[src/ole_pkg.sv]
// Package for the ordered list engine: sizes, opcode and status codes,
// sequencer states and the structs passed between the list modules.
// No dependencies.
`timescale 1ns / 1ps

package ole_pkg;

	localparam int CAPACITY   = 64;
	localparam int DATA_WIDTH = 32;
	localparam int IDX_W      = $clog2(CAPACITY);
	localparam int CNT_W      = $clog2(CAPACITY + 1);

	typedef logic signed [DATA_WIDTH-1:0] data_t;
	typedef logic [IDX_W-1:0] idx_t;
	typedef logic [CNT_W-1:0] cnt_t;

	typedef enum logic [3:0] {
		OP_PUSHFRONT    = 4'd0,
		OP_PUSHBACK     = 4'd1,
		OP_POPFRONT     = 4'd2,
		OP_POPBACK      = 4'd3,
		OP_INSERTAT     = 4'd4,
		OP_ERASEAT      = 4'd5,
		OP_REMOVEALL    = 4'd6,
		OP_FIND         = 4'd7,
		OP_COUNT        = 4'd8,
		OP_SUM          = 4'd9,
		OP_ADDALL       = 4'd10,
		OP_SUBALL       = 4'd11,
		OP_SORTEDINSERT = 4'd12,
		OP_SORT         = 4'd13,
		OP_CLEAR        = 4'd14,
		OP_NOP          = 4'd15
	} op_t;

	typedef enum logic [1:0] {
		ST_OK     = 2'd0,
		ST_FULL   = 2'd1,
		ST_EMPTY  = 2'd2,
		ST_BADPOS = 2'd3
	} status_t;

	typedef enum logic [3:0] {
		S_IDLE,
		S_SCAN,
		S_SHUP,
		S_PLACE,
		S_SHDN,
		S_MAP,
		S_BUB,
		S_SUMW,
		S_FIN
	} state_t;

	typedef struct packed {
		logic  we;
		idx_t  waddr;
		data_t wdata;
		idx_t  raddr;
	} mem_req_t;

	typedef struct packed {
		status_t status;
		logic    found;
		cnt_t    match_count;
		data_t   total;
		data_t   front;
		data_t   back;
		cnt_t    occupancy;
	} res_t;

	function automatic data_t to_data(logic [31:0] v);
		return DATA_WIDTH'(signed'(v));
	endfunction

	function automatic logic is_less(data_t a, data_t b);
		return a < b;
	endfunction

endpackage

[src/ole_if.sv]
// Valid/ready channel interfaces for the list engine command and response words.
// No dependencies.
`timescale 1ns / 1ps

interface ole_cmd_if;
	logic              valid;
	logic              ready;
	logic [3:0]        opcode;
	logic signed [31:0] value;
	logic [6:0]        position;

	modport source (output valid, output opcode, output value, output position, input ready);
	modport sink (input valid, input opcode, input value, input position, output ready);
endinterface

interface ole_rsp_if;
	logic               valid;
	logic               ready;
	logic [1:0]         status;
	logic               found;
	logic [6:0]         match_count;
	logic signed [31:0] total;
	logic signed [31:0] front_value;
	logic signed [31:0] back_value;
	logic [6:0]         occupancy;

	modport source (output valid, output status, output found, output match_count,
		output total, output front_value, output back_value, output occupancy, input ready);
	modport sink (input valid, input status, input found, input match_count,
		input total, input front_value, input back_value, input occupancy, output ready);
endinterface

[src/ole_ram.sv]
// Generic single-write, single-read synchronous RAM with registered read data.
// No dependencies.
`timescale 1ns / 1ps

module ole_ram #(
	parameter int WIDTH = 32,
	parameter int DEPTH = 64
) (
	input  logic                     clk,
	input  logic                     we,
	input  logic [$clog2(DEPTH)-1:0] waddr,
	input  logic [WIDTH-1:0]         wdata,
	input  logic [$clog2(DEPTH)-1:0] raddr,
	output logic [WIDTH-1:0]         rdata
);

	logic [WIDTH-1:0] mem [DEPTH];

	always_ff @(posedge clk) begin
		if (we) begin
			mem[waddr] <= wdata;
		end
		rdata <= mem[raddr];
	end

endmodule

[src/ole_seq.sv]
// Operation sequencer: walks the entry RAM through its registered read port,
// shifting, compacting, sorting and summing. Depends on ole_pkg.
`timescale 1ns / 1ps

module ole_seq
	import ole_pkg::*;
(
	input  logic        clk,
	input  logic        arst_n,
	input  logic        cmd_valid,
	output logic        cmd_ready,
	input  logic [3:0]  cmd_opcode,
	input  logic [31:0] cmd_value,
	input  logic [6:0]  cmd_position,
	input  logic        take,
	output logic        fin,
	output res_t        res,
	output mem_req_t    mem,
	input  data_t       rdata
);

	state_t  state_q, state_d;
	op_t     op_q, cmd_op;
	data_t   v_q, hold_q, sum_q, front_q, back_q;
	status_t stat_q;
	cnt_t    fill_q, idx_q, remain_q, a_q, k_q, cnt_q, len_q;
	logic    up_q, hit_q, vld_s1;
	idx_t    addr_s1;

	status_t p_status;
	state_t  p_state;
	cnt_t    p_idx, p_remain, p_a, pos_c;
	logic    p_up, full, empty, walking, walk_done, match;
	int      pos_i;

	assign cmd_op    = op_t'(cmd_opcode);
	assign full      = (fill_q == CNT_W'(CAPACITY));
	assign empty     = (fill_q == '0);
	assign pos_i     = int'(cmd_position);
	assign pos_c     = CNT_W'(cmd_position - 7'd1);
	assign walk_done = (remain_q == '0) && !vld_s1;
	assign match     = (rdata == v_q);
	assign walking   = (state_q == S_SCAN) || (state_q == S_SHUP) || (state_q == S_SHDN) ||
		(state_q == S_MAP) || (state_q == S_BUB) || (state_q == S_SUMW);

	// decode of an incoming word: refusal checks and the first walk
	always_comb begin
		p_status = ST_OK;
		p_state  = S_SUMW;
		p_idx    = '0;
		p_remain = fill_q;
		p_a      = '0;
		p_up     = 1'b1;
		case (cmd_op)
			OP_PUSHFRONT: begin
				if (full) begin
					p_status = ST_FULL;
				end else begin
					p_state = S_SHUP; p_a = fill_q - 1'b1; p_up = 1'b0;
				end
			end
			OP_PUSHBACK: begin
				if (full) begin
					p_status = ST_FULL;
				end else begin
					p_state = S_SHUP; p_idx = fill_q; p_remain = '0;
				end
			end
			OP_INSERTAT: begin
				if (full) begin
					p_status = ST_FULL;
				end else if (pos_i < 1 || pos_i > int'(fill_q) + 1) begin
					p_status = ST_BADPOS;
				end else begin
					p_state = S_SHUP; p_idx = pos_c; p_remain = fill_q - pos_c;
					p_a = fill_q - 1'b1; p_up = 1'b0;
				end
			end
			OP_POPFRONT: begin
				if (empty) begin
					p_status = ST_EMPTY;
				end else begin
					p_state = S_SHDN; p_remain = fill_q - 1'b1; p_a = CNT_W'(1);
				end
			end
			OP_POPBACK: begin
				if (empty) begin
					p_status = ST_EMPTY;
				end else begin
					p_state = S_SHDN; p_remain = '0;
				end
			end
			OP_ERASEAT: begin
				if (empty) begin
					p_status = ST_EMPTY;
				end else if (pos_i < 1 || pos_i > int'(fill_q)) begin
					p_status = ST_BADPOS;
				end else begin
					p_state = S_SHDN; p_remain = fill_q - 1'b1 - pos_c; p_a = pos_c + 1'b1;
				end
			end
			OP_REMOVEALL, OP_ADDALL, OP_SUBALL: begin
				p_state = S_MAP;
			end
			OP_FIND, OP_COUNT: begin
				p_state = S_SCAN;
			end
			OP_SORTEDINSERT: begin
				if (full) begin
					p_status = ST_FULL;
				end else begin
					p_state = S_SCAN; p_idx = fill_q;
				end
			end
			OP_SORT: begin
				if (fill_q > CNT_W'(1)) begin
					p_state = S_BUB;
				end
			end
			OP_CLEAR: begin
				p_remain = '0;
			end
			default: begin
			end
		endcase
	end

	always_comb begin
		state_d   = state_q;
		mem.we    = 1'b0;
		mem.waddr = '0;
		mem.wdata = rdata;
		mem.raddr = a_q[IDX_W-1:0];
		case (state_q)
			S_IDLE: begin
				if (cmd_valid) begin
					state_d = p_state;
				end
			end
			S_SCAN: begin
				if (walk_done) begin
					state_d = (op_q == OP_SORTEDINSERT) ? S_SHUP : S_SUMW;
				end
			end
			S_SHUP: begin
				if (vld_s1) begin
					mem.we = 1'b1; mem.waddr = addr_s1 + 1'b1;
				end
				if (walk_done) begin
					state_d = S_PLACE;
				end
			end
			S_PLACE: begin
				mem.we = 1'b1; mem.waddr = idx_q[IDX_W-1:0]; mem.wdata = v_q;
				state_d = S_SUMW;
			end
			S_SHDN: begin
				if (vld_s1) begin
					mem.we = 1'b1; mem.waddr = addr_s1 - 1'b1;
				end
				if (walk_done) begin
					state_d = S_SUMW;
				end
			end
			S_MAP: begin
				if (vld_s1) begin
					case (op_q)
						OP_ADDALL: begin
							mem.we = 1'b1; mem.waddr = addr_s1; mem.wdata = rdata + v_q;
						end
						OP_SUBALL: begin
							mem.we = 1'b1; mem.waddr = addr_s1; mem.wdata = rdata - v_q;
						end
						default: begin
							// compaction: survivors move down to the write pointer
							mem.we = !match; mem.waddr = k_q[IDX_W-1:0];
						end
					endcase
				end
				if (walk_done) begin
					state_d = S_SUMW;
				end
			end
			S_BUB: begin
				// one bubble pass; the running maximum rides in hold_q
				if (vld_s1 && addr_s1 != '0) begin
					mem.we    = 1'b1;
					mem.waddr = addr_s1 - 1'b1;
					mem.wdata = is_less(rdata, hold_q) ? rdata : hold_q;
				end
				if (walk_done) begin
					mem.we    = 1'b1;
					mem.waddr = IDX_W'(len_q - 1'b1);
					mem.wdata = hold_q;
					if (len_q <= CNT_W'(2)) begin
						state_d = S_SUMW;
					end
				end
			end
			S_SUMW: begin
				if (walk_done) begin
					state_d = S_FIN;
				end
			end
			S_FIN: begin
				if (take) begin
					state_d = S_IDLE;
				end
			end
			default: state_d = S_IDLE;
		endcase
	end

	always_ff @(posedge clk or negedge arst_n) begin
		if (!arst_n) begin
			state_q <= S_IDLE;
		end else begin
			state_q <= state_d;
		end
	end

	always_ff @(posedge clk or negedge arst_n) begin
		if (!arst_n) begin
			fill_q   <= '0;
			remain_q <= '0;
			vld_s1   <= 1'b0;
		end else begin
			vld_s1 <= walking && (remain_q != '0);
			if (walking && remain_q != '0) begin
				remain_q <= remain_q - 1'b1;
			end
			case (state_q)
				S_IDLE: begin
					if (cmd_valid) begin
						remain_q <= p_remain;
						if (cmd_op == OP_CLEAR) begin
							fill_q <= '0;
						end
					end
				end
				S_SCAN: begin
					if (walk_done) begin
						remain_q <= (op_q == OP_SORTEDINSERT) ? fill_q - idx_q : fill_q;
					end
				end
				S_PLACE: begin
					fill_q   <= fill_q + 1'b1;
					remain_q <= fill_q + 1'b1;
				end
				S_SHDN: begin
					if (walk_done) begin
						fill_q   <= fill_q - 1'b1;
						remain_q <= fill_q - 1'b1;
					end
				end
				S_MAP: begin
					if (walk_done) begin
						if (op_q == OP_REMOVEALL) begin
							fill_q   <= k_q;
							remain_q <= k_q;
						end else begin
							remain_q <= fill_q;
						end
					end
				end
				S_BUB: begin
					if (walk_done) begin
						remain_q <= (len_q <= CNT_W'(2)) ? fill_q : len_q - 1'b1;
					end
				end
				default: begin
				end
			endcase
		end
	end

	always_ff @(posedge clk) begin
		if (walking && remain_q != '0) begin
			addr_s1 <= a_q[IDX_W-1:0];
			a_q     <= up_q ? a_q + 1'b1 : a_q - 1'b1;
		end
		case (state_q)
			S_IDLE: begin
				if (cmd_valid) begin
					op_q    <= cmd_op;
					v_q     <= to_data(cmd_value);
					stat_q  <= p_status;
					idx_q   <= p_idx;
					a_q     <= p_a;
					up_q    <= p_up;
					cnt_q   <= '0;
					k_q     <= '0;
					hit_q   <= 1'b0;
					len_q   <= fill_q;
					sum_q   <= '0;
					front_q <= '0;
					back_q  <= '0;
				end
			end
			S_SCAN: begin
				if (vld_s1) begin
					if (match) begin
						cnt_q <= cnt_q + 1'b1;
					end
					if (!hit_q && !is_less(rdata, v_q)) begin
						hit_q <= 1'b1;
						idx_q <= CNT_W'(addr_s1);
					end
				end
				if (walk_done) begin
					// sorted insert shifts the tail up one slot, walking from the top; others go to the sum walk
					if (op_q == OP_SORTEDINSERT) begin
						a_q  <= fill_q - 1'b1;
						up_q <= 1'b0;
					end else begin
						a_q  <= '0;
						up_q <= 1'b1;
					end
				end
			end
			S_PLACE: begin
				a_q  <= '0;
				up_q <= 1'b1;
			end
			S_SHDN: begin
				if (walk_done) begin
					a_q  <= '0;
					up_q <= 1'b1;
				end
			end
			S_MAP: begin
				if (vld_s1 && op_q == OP_REMOVEALL) begin
					if (match) begin
						cnt_q <= cnt_q + 1'b1;
					end else begin
						k_q <= k_q + 1'b1;
					end
				end
				if (walk_done) begin
					a_q  <= '0;
					up_q <= 1'b1;
				end
			end
			S_BUB: begin
				if (vld_s1 && (addr_s1 == '0 || !is_less(rdata, hold_q))) begin
					hold_q <= rdata;
				end
				if (walk_done) begin
					len_q <= len_q - 1'b1;
					a_q   <= '0;
				end
			end
			S_SUMW: begin
				if (vld_s1) begin
					sum_q <= sum_q + rdata;
					if (addr_s1 == '0) begin
						front_q <= rdata;
					end
					if (CNT_W'(addr_s1) == fill_q - 1'b1) begin
						back_q <= rdata;
					end
				end
			end
			default: begin
			end
		endcase
	end

	logic counted;
	assign counted = (op_q == OP_REMOVEALL) || (op_q == OP_FIND) || (op_q == OP_COUNT);

	assign cmd_ready       = (state_q == S_IDLE);
	assign fin             = (state_q == S_FIN);
	assign res.status      = stat_q;
	assign res.found       = counted && (cnt_q != '0);
	assign res.match_count = counted ? cnt_q : '0;
	assign res.total       = sum_q;
	assign res.front       = front_q;
	assign res.back        = back_q;
	assign res.occupancy   = fill_q;

endmodule

[src/ordered_list_engine_top.sv]
// Top level of the ordered list engine: entry RAM, sequencer and response register.
// Depends on ole_pkg, ole_if, ole_ram and ole_seq.
`timescale 1ns / 1ps

// Bounded ordered list of up to 64 signed 32-bit values held in one
// single-port-write, registered-read RAM. One command word is taken at a time
// and yields one response word carrying status, match data, total, front,
// back and occupancy. Every command ends with a sum walk over the list.
// Pushes, pops, inserts and erases add one walk over the shifted tail, and
// pushes and inserts a place step that writes the word; find/count/remove/
// add/sub add one walk over the list, sorted insert a search walk plus a
// shift walk, and sort is a bubble sort through the RAM port. A new command
// is accepted while the previous response still waits in the output register;
// the next one then holds in its final state until that register drains.
// The RAM needs no clearing after reset.
module ordered_list_engine_top
	import ole_pkg::*;
(
	input logic      clk,
	input logic      arst_n,
	ole_cmd_if.sink  cmd,
	ole_rsp_if.source rsp
);

	mem_req_t mem;
	data_t    rdata;
	res_t     res, res_q;
	logic     fin, free, rsp_valid_q;

	ole_ram #(
		.WIDTH (DATA_WIDTH),
		.DEPTH (CAPACITY)
	) u_ram (
		.clk   (clk),
		.we    (mem.we),
		.waddr (mem.waddr),
		.wdata (mem.wdata),
		.raddr (mem.raddr),
		.rdata (rdata)
	);

	ole_seq u_seq (
		.clk          (clk),
		.arst_n       (arst_n),
		.cmd_valid    (cmd.valid),
		.cmd_ready    (cmd.ready),
		.cmd_opcode   (cmd.opcode),
		.cmd_value    (cmd.value),
		.cmd_position (cmd.position),
		.take         (free),
		.fin          (fin),
		.res          (res),
		.mem          (mem),
		.rdata        (rdata)
	);

	assign free = !rsp_valid_q || rsp.ready;

	always_ff @(posedge clk or negedge arst_n) begin
		if (!arst_n) begin
			rsp_valid_q <= 1'b0;
		end else if (fin && free) begin
			rsp_valid_q <= 1'b1;
		end else if (rsp.ready) begin
			rsp_valid_q <= 1'b0;
		end
	end

	always_ff @(posedge clk) begin
		if (fin && free) begin
			res_q <= res;
		end
	end

	assign rsp.valid       = rsp_valid_q;
	assign rsp.status      = res_q.status;
	assign rsp.found       = res_q.found;
	assign rsp.match_count = 7'(res_q.match_count);
	assign rsp.total       = 32'(res_q.total);
	assign rsp.front_value = 32'(res_q.front);
	assign rsp.back_value  = 32'(res_q.back);
	assign rsp.occupancy   = 7'(res_q.occupancy);

	a_occ_bound: assert property (@(posedge clk) disable iff (!arst_n)
		rsp.valid |-> rsp.occupancy <= 7'(CAPACITY))
		else $error("occupancy above capacity");

	a_full_occ: assert property (@(posedge clk) disable iff (!arst_n)
		rsp.valid && rsp.status == ST_FULL |-> rsp.occupancy == 7'(CAPACITY))
		else $error("full status with room left");

	a_empty_occ: assert property (@(posedge clk) disable iff (!arst_n)
		rsp.valid && rsp.status == ST_EMPTY |-> rsp.occupancy == 7'd0)
		else $error("empty status with entries held");

	a_found: assert property (@(posedge clk) disable iff (!arst_n)
		rsp.valid |-> rsp.found == (rsp.match_count != 7'd0))
		else $error("found flag disagrees with match count");

endmodule

[src/flat_wrapper.sv]
// flat-port wrapper written by rule: the top's interface ports become plain ports
module ordered_list_engine_top_flat import ole_pkg::*;
  (clk, arst_n, cmd_valid, cmd_opcode, cmd_value, cmd_position, cmd_ready, rsp_valid, rsp_status, rsp_found, rsp_match_count, rsp_total, rsp_front_value, rsp_back_value, rsp_occupancy, rsp_ready);
  ole_cmd_if cmd_i ();
  ole_rsp_if rsp_i ();
  input logic clk;
  input logic arst_n;
  input wire logic [$bits(cmd_i.valid)-1:0] cmd_valid;
  input wire logic [$bits(cmd_i.opcode)-1:0] cmd_opcode;
  input wire logic [$bits(cmd_i.value)-1:0] cmd_value;
  input wire logic [$bits(cmd_i.position)-1:0] cmd_position;
  output wire logic [$bits(cmd_i.ready)-1:0] cmd_ready;
  output wire logic [$bits(rsp_i.valid)-1:0] rsp_valid;
  output wire logic [$bits(rsp_i.status)-1:0] rsp_status;
  output wire logic [$bits(rsp_i.found)-1:0] rsp_found;
  output wire logic [$bits(rsp_i.match_count)-1:0] rsp_match_count;
  output wire logic [$bits(rsp_i.total)-1:0] rsp_total;
  output wire logic [$bits(rsp_i.front_value)-1:0] rsp_front_value;
  output wire logic [$bits(rsp_i.back_value)-1:0] rsp_back_value;
  output wire logic [$bits(rsp_i.occupancy)-1:0] rsp_occupancy;
  input wire logic [$bits(rsp_i.ready)-1:0] rsp_ready;
  assign cmd_i.valid = cmd_valid;
  assign cmd_i.opcode = cmd_opcode;
  assign cmd_i.value = cmd_value;
  assign cmd_i.position = cmd_position;
  assign cmd_ready = cmd_i.ready;
  assign rsp_valid = rsp_i.valid;
  assign rsp_status = rsp_i.status;
  assign rsp_found = rsp_i.found;
  assign rsp_match_count = rsp_i.match_count;
  assign rsp_total = rsp_i.total;
  assign rsp_front_value = rsp_i.front_value;
  assign rsp_back_value = rsp_i.back_value;
  assign rsp_occupancy = rsp_i.occupancy;
  assign rsp_i.ready = rsp_ready;
  ordered_list_engine_top u_core (.clk(clk), .arst_n(arst_n), .cmd(cmd_i), .rsp(rsp_i));
endmodule
[config.mk]
export PLATFORM = sky130hd
export DESIGN_NAME = ordered_list_engine_top_flat
export DESIGN_NICKNAME = d
export VERILOG_FILES = /design/src/ole_pkg.sv /design/src/ole_if.sv /design/src/ole_ram.sv /design/src/ole_seq.sv /design/src/ordered_list_engine_top.sv /design/src/flat_wrapper.sv
export SDC_FILE = /design/constraint.sdc
export NUM_CORES = 2
export LEC_CHECK = 0
export BUFFER_PORTS_ARGS = -buffer_cell sky130_fd_sc_hd__buf_2
export CAP_MARGIN = 30
export CORE_MARGIN = 5
export CORE_UTILIZATION = 62
export DETAILED_ROUTE_END_ITERATION = 10
export MAX_ROUTING_LAYER = met4
export PLACE_DENSITY = 0.79
export RECOVER_POWER = 100
export SYNTH_ARGS = -nofsm -noshare
export SYNTH_HDL_FRONTEND = slang
export SYNTH_SLANG_ARGS = --single-unit
export TNS_END_PERCENT = 50
[constraint.sdc]
create_clock -name clk -period 8.8 [get_ports clk]
set_clock_uncertainty 0.15 [all_clocks]
set_input_delay 0.44 -clock clk [delete_from_list [all_inputs] [get_ports clk]]
set_output_delay 0.44 -clock clk [all_outputs]
set_load 0.05 [all_outputs]
# == Word-level counts from Yosys, hierarchy flattened ==
# Memories as Yosys holds them, arrays and structs flattened. A register that Yosys moved wholly into a read port is not among the register bits.
# Index checks and enable logic that the tools add are counted.
# word_totals
register_bits,342
ramBits,2048
input_bits,47
output_inout_bits,115
wordCells,282
n_memories,1
# memory_table
name,words,width,rd,rd_ports_with_merged_regs,write_ports,line,source
u_core.u_ram.mem,64,32,1,1,1,ole_ram.sv:17,logic [WIDTH-1:0] mem [DEPTH];
# classes
n_addsub,19
magnitude_cmp,7
eq_ne,48
muxes,118
reduce_logical,62
# ops
op,n
$mux W7,48
$pmux W32 S2,4
$mux W32,7
$mux W39,3
$pmux W32 S3,1
$pmux W7 S4,3
$pmux W7 S6,2
$add A32 B32 Y32,2
$lt A32 B32 Y1,2
$pmux W7 S2,4
$eq A4 B4 Y1 const B,11
$eq A4 B3 Y1 const B,10
$add A7 B1 Y7 const B,5
$pmux W7 S5,1
$sub A7 B1 Y7 const B,5
$eq A32 B32 Y1,1
$mux W4,8
$pmux W4 S8,1
$sub A32 B32 Y32,1
$pmux W3 S8,1
$reduce_and A4 Y1,6
$ne A2 B2 Y1 const B,11
$pmux W7 S3,1
$sub A7 B7 Y7,3
36 further kinds,113

# == Logic depth before layout (Yosys ltp) ==
# logic_depth
depth_word,10
ltp_mapped,16
ltp_nobuf,15

# == Hierarchy ==
# From an unflattened synthesis, not the netlist that was laid out.
# unflattened
hier_cells,5698
hier_area_um2,100816.7
# by_module_without_submodules
module,n_inst,cells_each,area_per_inst_um2,seq_area_each_um2
ole_ram,1,3511,79039.6,62139.6
ole_seq,1,2070,18330.1,6661.4
ordered_list_engine_top,1,117,3447.1,3418.3

# == Least setup slack after synthesis ==
# OpenSTA, ideal clock, no wires.
# synth_timing
path_kind,register -> register
start,register u_core.u_seq.state_q[1]
end,"register u_core.res_q, in the netlist u_core.rsp.back_value[0] (enable)"
setup_time_ps,586
arrival_ps,5809
required_time_ps,8064
slack_ps,2254
path_stages_with_launch,8
path_buffers,2
synth_period_minus_slack_ps,6546
path_cell_list,dfrtp_1 clkbuf_2 clkbuf_1 nor2_1 inv_1 nor2_1 nand2_1 nor2_1
# synth_between
elab_chain_cells,2
# synth_rtl
item,line,source
from (decl),ole_seq.sv:22,"state_t state_q, state_d;"
from (signal assigned),ole_seq.sv:218,state_q <= state_d;
$eq A4 B4 Y1,ole_seq.sv:373,assign fin = (state_q == S_FIN);
$logic_and A1 B1 Y1,ordered_list_engine_top.sv:70,if (fin && free) begin
to (signal assigned),ordered_list_engine_top.sv:71,res_q <= res;
to (decl),ordered_list_engine_top.sv:27,"res_t res, res_q;"
# No other way between the ends.
# A chain may end at the register's enable or synchronous reset.

==> impl_metrics.py <==
metrics = {
    "floorplanning": {
        "die_y_microns": 412.5,
        "start_util_pct": 62.49,
        "fp.dieW_microns": 412.5,
        "rows": 147,
        "ioPinCount": 162,
        "core_sq_mm": 0.1608,
        "die_area_sq_mm": 0.1702,
    },
    "grt": {
        "antenna_found_initial": 28,
        "overflow": 0,
        "grt_start_max_net_pins": 135,
        "grt_usage_pct": 34.59,
        "grt_first_pass_wirelength_microns": 402700,
        "grt_pass1_vias": 55246,
    },
    "synthesis": {
        "ys_seq_area_share_pct": 71.90,
        "synth_enable_flop_cells": 2363,
        "ys.flop_type": "edfxtp_1",
        "synth.largest_area_cell": "edfxtp_1",
        "synthTopCellsByArea": "edfxtp_1 (71%), mux4_2 (15%), ha_1 (2.2%)",
        "netlist_instances": 5238,
        "synth-seq-cells": 2421,
        "synth_area_sq_mm": 0.1004,
        "avgSynthCellArea_sq_um": 19.18,
        "synth_top_area_share_pct": 70.64,
        "syn-num-nets": 5465,
        "async_flop_share_pct": 0.8261,
        "yosysWarnings": 0,
        "synth_cell_types": 99,
    },
    "layout": {
        "final_area_sq_mm": 0.1130,
        "nFillCells": 9536,
        "fin_nets": 5801,
        "area_growth_pct": 12.49,
        "drive_above_1_share_pct": 21.69,
    },
    "detailed_routing": {
        "routedWlPerCell_microns": 36.57,
        "drt_first_iter_violations": 9028,
        "viasPerCell": 7.050,
        "wl_microns": 290800,
        "ant_nets": 0,
        "route.detailed.drc": 0,
        "drt-pass1-iter-count": 6,
        "vias": 56047,
    },
    "worst_setup_path": {
        "worstPathArrival_ps": 7580,
        "crit_fanout": 64,
        "startpoint_type": "register",
        "endpoint_kind": "register",
        "setup.worst_path.start": "u_core.u_ram.rdata[31]",
        "worstReg2RegStart": "u_core.u_ram.rdata[31]",
        "crit_type": "register to register",
        "cp_data_required_time_ps": 9090,
    },
    "timing": {
        "hold_violations": 0,
        "relSlewSlack_pct": -143.8,
        "fin_tns_setup_ps": 0,
        "timing.hold.ws_ps": 88.06,
        "rsz0062_at_grt": "false",
        "worst_pin_slew_ps": 3658,
        "fmax_mhz": 137.1,
        "timing.final.crit_share_pct": 82.86,
        "finalSetupViolCount": 0,
        "maxSlewViolCount": 1105,
        "layout_setup_ws_ps": 1508,
        "period_minus_slack_ps": 7292,
    },
    "power": {
        "seq_power_share_pct": 46.4,
        "clkPwrFrac_pct": 30.8,
        "p_per_area_mw_per_mm2": 288.4,
        "switching_share_pct": 30.94,
        "comb_power_share_pct": 22.8,
        "p_int_w": 0.02251,
        "peakVddDrop_mv": 0.4138,
        "p_sw_w": 0.01008,
        "p_leak_nw": 36.32,
    },
    "cts": {
        "cts-root-buf": "clkbuf_16",
        "post_cts_resized": 0,
        "cts_inserted_buffers": 225,
        "clock_latency_ps": 900,
        "cts_tree": "done",
        "clk_path_buf_depth": 3,
        "htreeDepth": 4,
        "path_clk_slew_ps": 60,
        "cts-hold-fix-buffers": 41,
        "clock_sinks": 2421,
        "cts_setup_buffers": 0,
    },
    "placement": {
        "placed_cell_area_sq_mm": 0.1057,
        "pre_cts_ws_ps": 3180,
        "hpwl_microns": 161800,
        "io_buffers": 161,
        "place.gp.congestion": 0.9461,
    },
    "hold_path": {
        "hold_class": "input pin to register",
        "holdCritStartpoint": "cmd_position[6]",
    },
    "status": {
        "failed_checks": "capacitance limit, slew limit",
        "status": "finished with violations",
    },
    "flow_run": {
        "maxCapViolCount": 44,
    },
}
[power by group through the flow]
stage                     Clock, W  Combinational, W  Sequential, W
after floorplan                  0           0.00404         0.0152
after global placement           0           0.00685         0.0153
after detailed placement         0           0.00708         0.0153
after CTS                   0.0101           0.00723         0.0151
after global routing        0.0106           0.00779         0.0151
final                       0.0100           0.00744         0.0151
[critical path, stage by stage, from the launching register on]
cell,delay [ps]
dfxtp_1,410
ha_1,450
nand4_1,260
nor4_1,610
clkbuf_1,340
nand3_1,180
a21oi_1,650
nor3_1,290
xor2_2,240
a21oi_2,170
clkbuf_1,1160
a21oi_1,380
o21ai_4,220
clkbuf_2,1250
[routing by layer]
metal / share of wire, % / track usage [%] / routed length, microns / vias up
li1: - / - / - / 22133
met1: 33 / 42.59 / 96730 / 28692
met2: 51 / 57.27 / 149100 / 4417
met3: 9.8 / 6.092 / 28540 / 805
met4: 5.7 / 15.10 / 16430 / 0
met5: 0 / - / 0 / -
[layout by cell type, fill, tap and decap left out, types with 35 or more instances in the layout]
master         netlist  final
a21oi_1            217    210
clkbuf_1           191    223
a21o_1              39     39
xor2_1              46     46
xnor2_1             83     83
nand2_1            138    138
nor3_1              57     57
nor2b_1             50     43
clkbuf_16            0    225
buf_4                0     77
mux4_2             672    672
dlygate4sd3_1        0     41
o21ai_0            161    163
clkinv_1             0     47
inv_1              151    150
edfxtp_1          2363   2363
ha_1               173    173
nor2_1             246    230
dfxtp_1             38     35
nand3_1             47     47
clkinv_2             0     45
[final timing paths]
path                                               to  slack [ps]  cells after the start
setup / recovery             u_core.u_ram.mem[53][17]        1510                     13
hold / removal                  u_core.u_seq.idx_q[6]          90                      5
setup reg to reg             u_core.u_ram.mem[53][17]        1510                     13
hold reg to reg            u_core.rsp.front_value[20]         250                      0
max in group asynchronous     u_core.u_seq.state_q[3]        6960                      4
min in group asynchronous      u_core.u_seq.fill_q[0]         320                      3
[flip-flops by register name, summed over array words and instances, names as in the netlist, 32 cells and up]
register,flops
u_core.u_seq.back_q,32
u_core.u_seq.sum_q,32
u_core.u_ram.rdata,32
u_core.rsp.back_value,32
u_core.rsp.front_value,32
u_core.u_seq.hold_q,32
u_core.u_ram.mem,2048
u_core.u_seq.v_q,32
u_core.rsp.total,32
u_core.u_seq.front_q,32
[cells in the mapped netlist, drive strengths merged, types with 47 or more instances]
master and count:
ha 173, nand2 138, buf 69, nand3 47
nor2b 50, clkbuf 192, o21ai 178, nor3 59
a21oi 220, edfxtp 2363, xor2 47, mux4 672
nor2 249, inv 152, xnor2 83
[kinds of logic (layout without fill, tap and decap cells)]
kind of cell,count (synthesis),in the layout,share of synthesized area (%)
AOI/OAI and AO/OA,680,680,4.281
adders and majority gates,181,181,2.304
and+or+nand+nor,720,720,3.516
other,0,22,0
muxes,693,693,15.28
xor gates and xnor gates,130,130,1.141
DFF,2421,2421,71.90
buffers and inverters,413,943,1.578
[area by class of cell]
cell class	instances	area [sq um]	area share, %
sequential	2421	72230	63.92
multi-input combinational	2404	27140	24.01
clock buffer	270	5839	5.168
timing repair buffer	370	2798	2.476
tap	2160	2703	2.392
clock inverter	151	1668	1.476
inverter	152	570.5	0.5049
antenna	22	55.05	0.04872
[per-stage QoR]
stage	util (%)	std cells	total power [W]
global placement	65.23	7416	0.02210
CTS	70.66	7918	0.03236
detailed placement	65.74	7456	0.02237
global route	70.29	7945	0.03358
floorplan	-	5238	0.01926
finish	70.29	7950	0.03259
No activity file was read; power rests on OpenSTA's default activity.
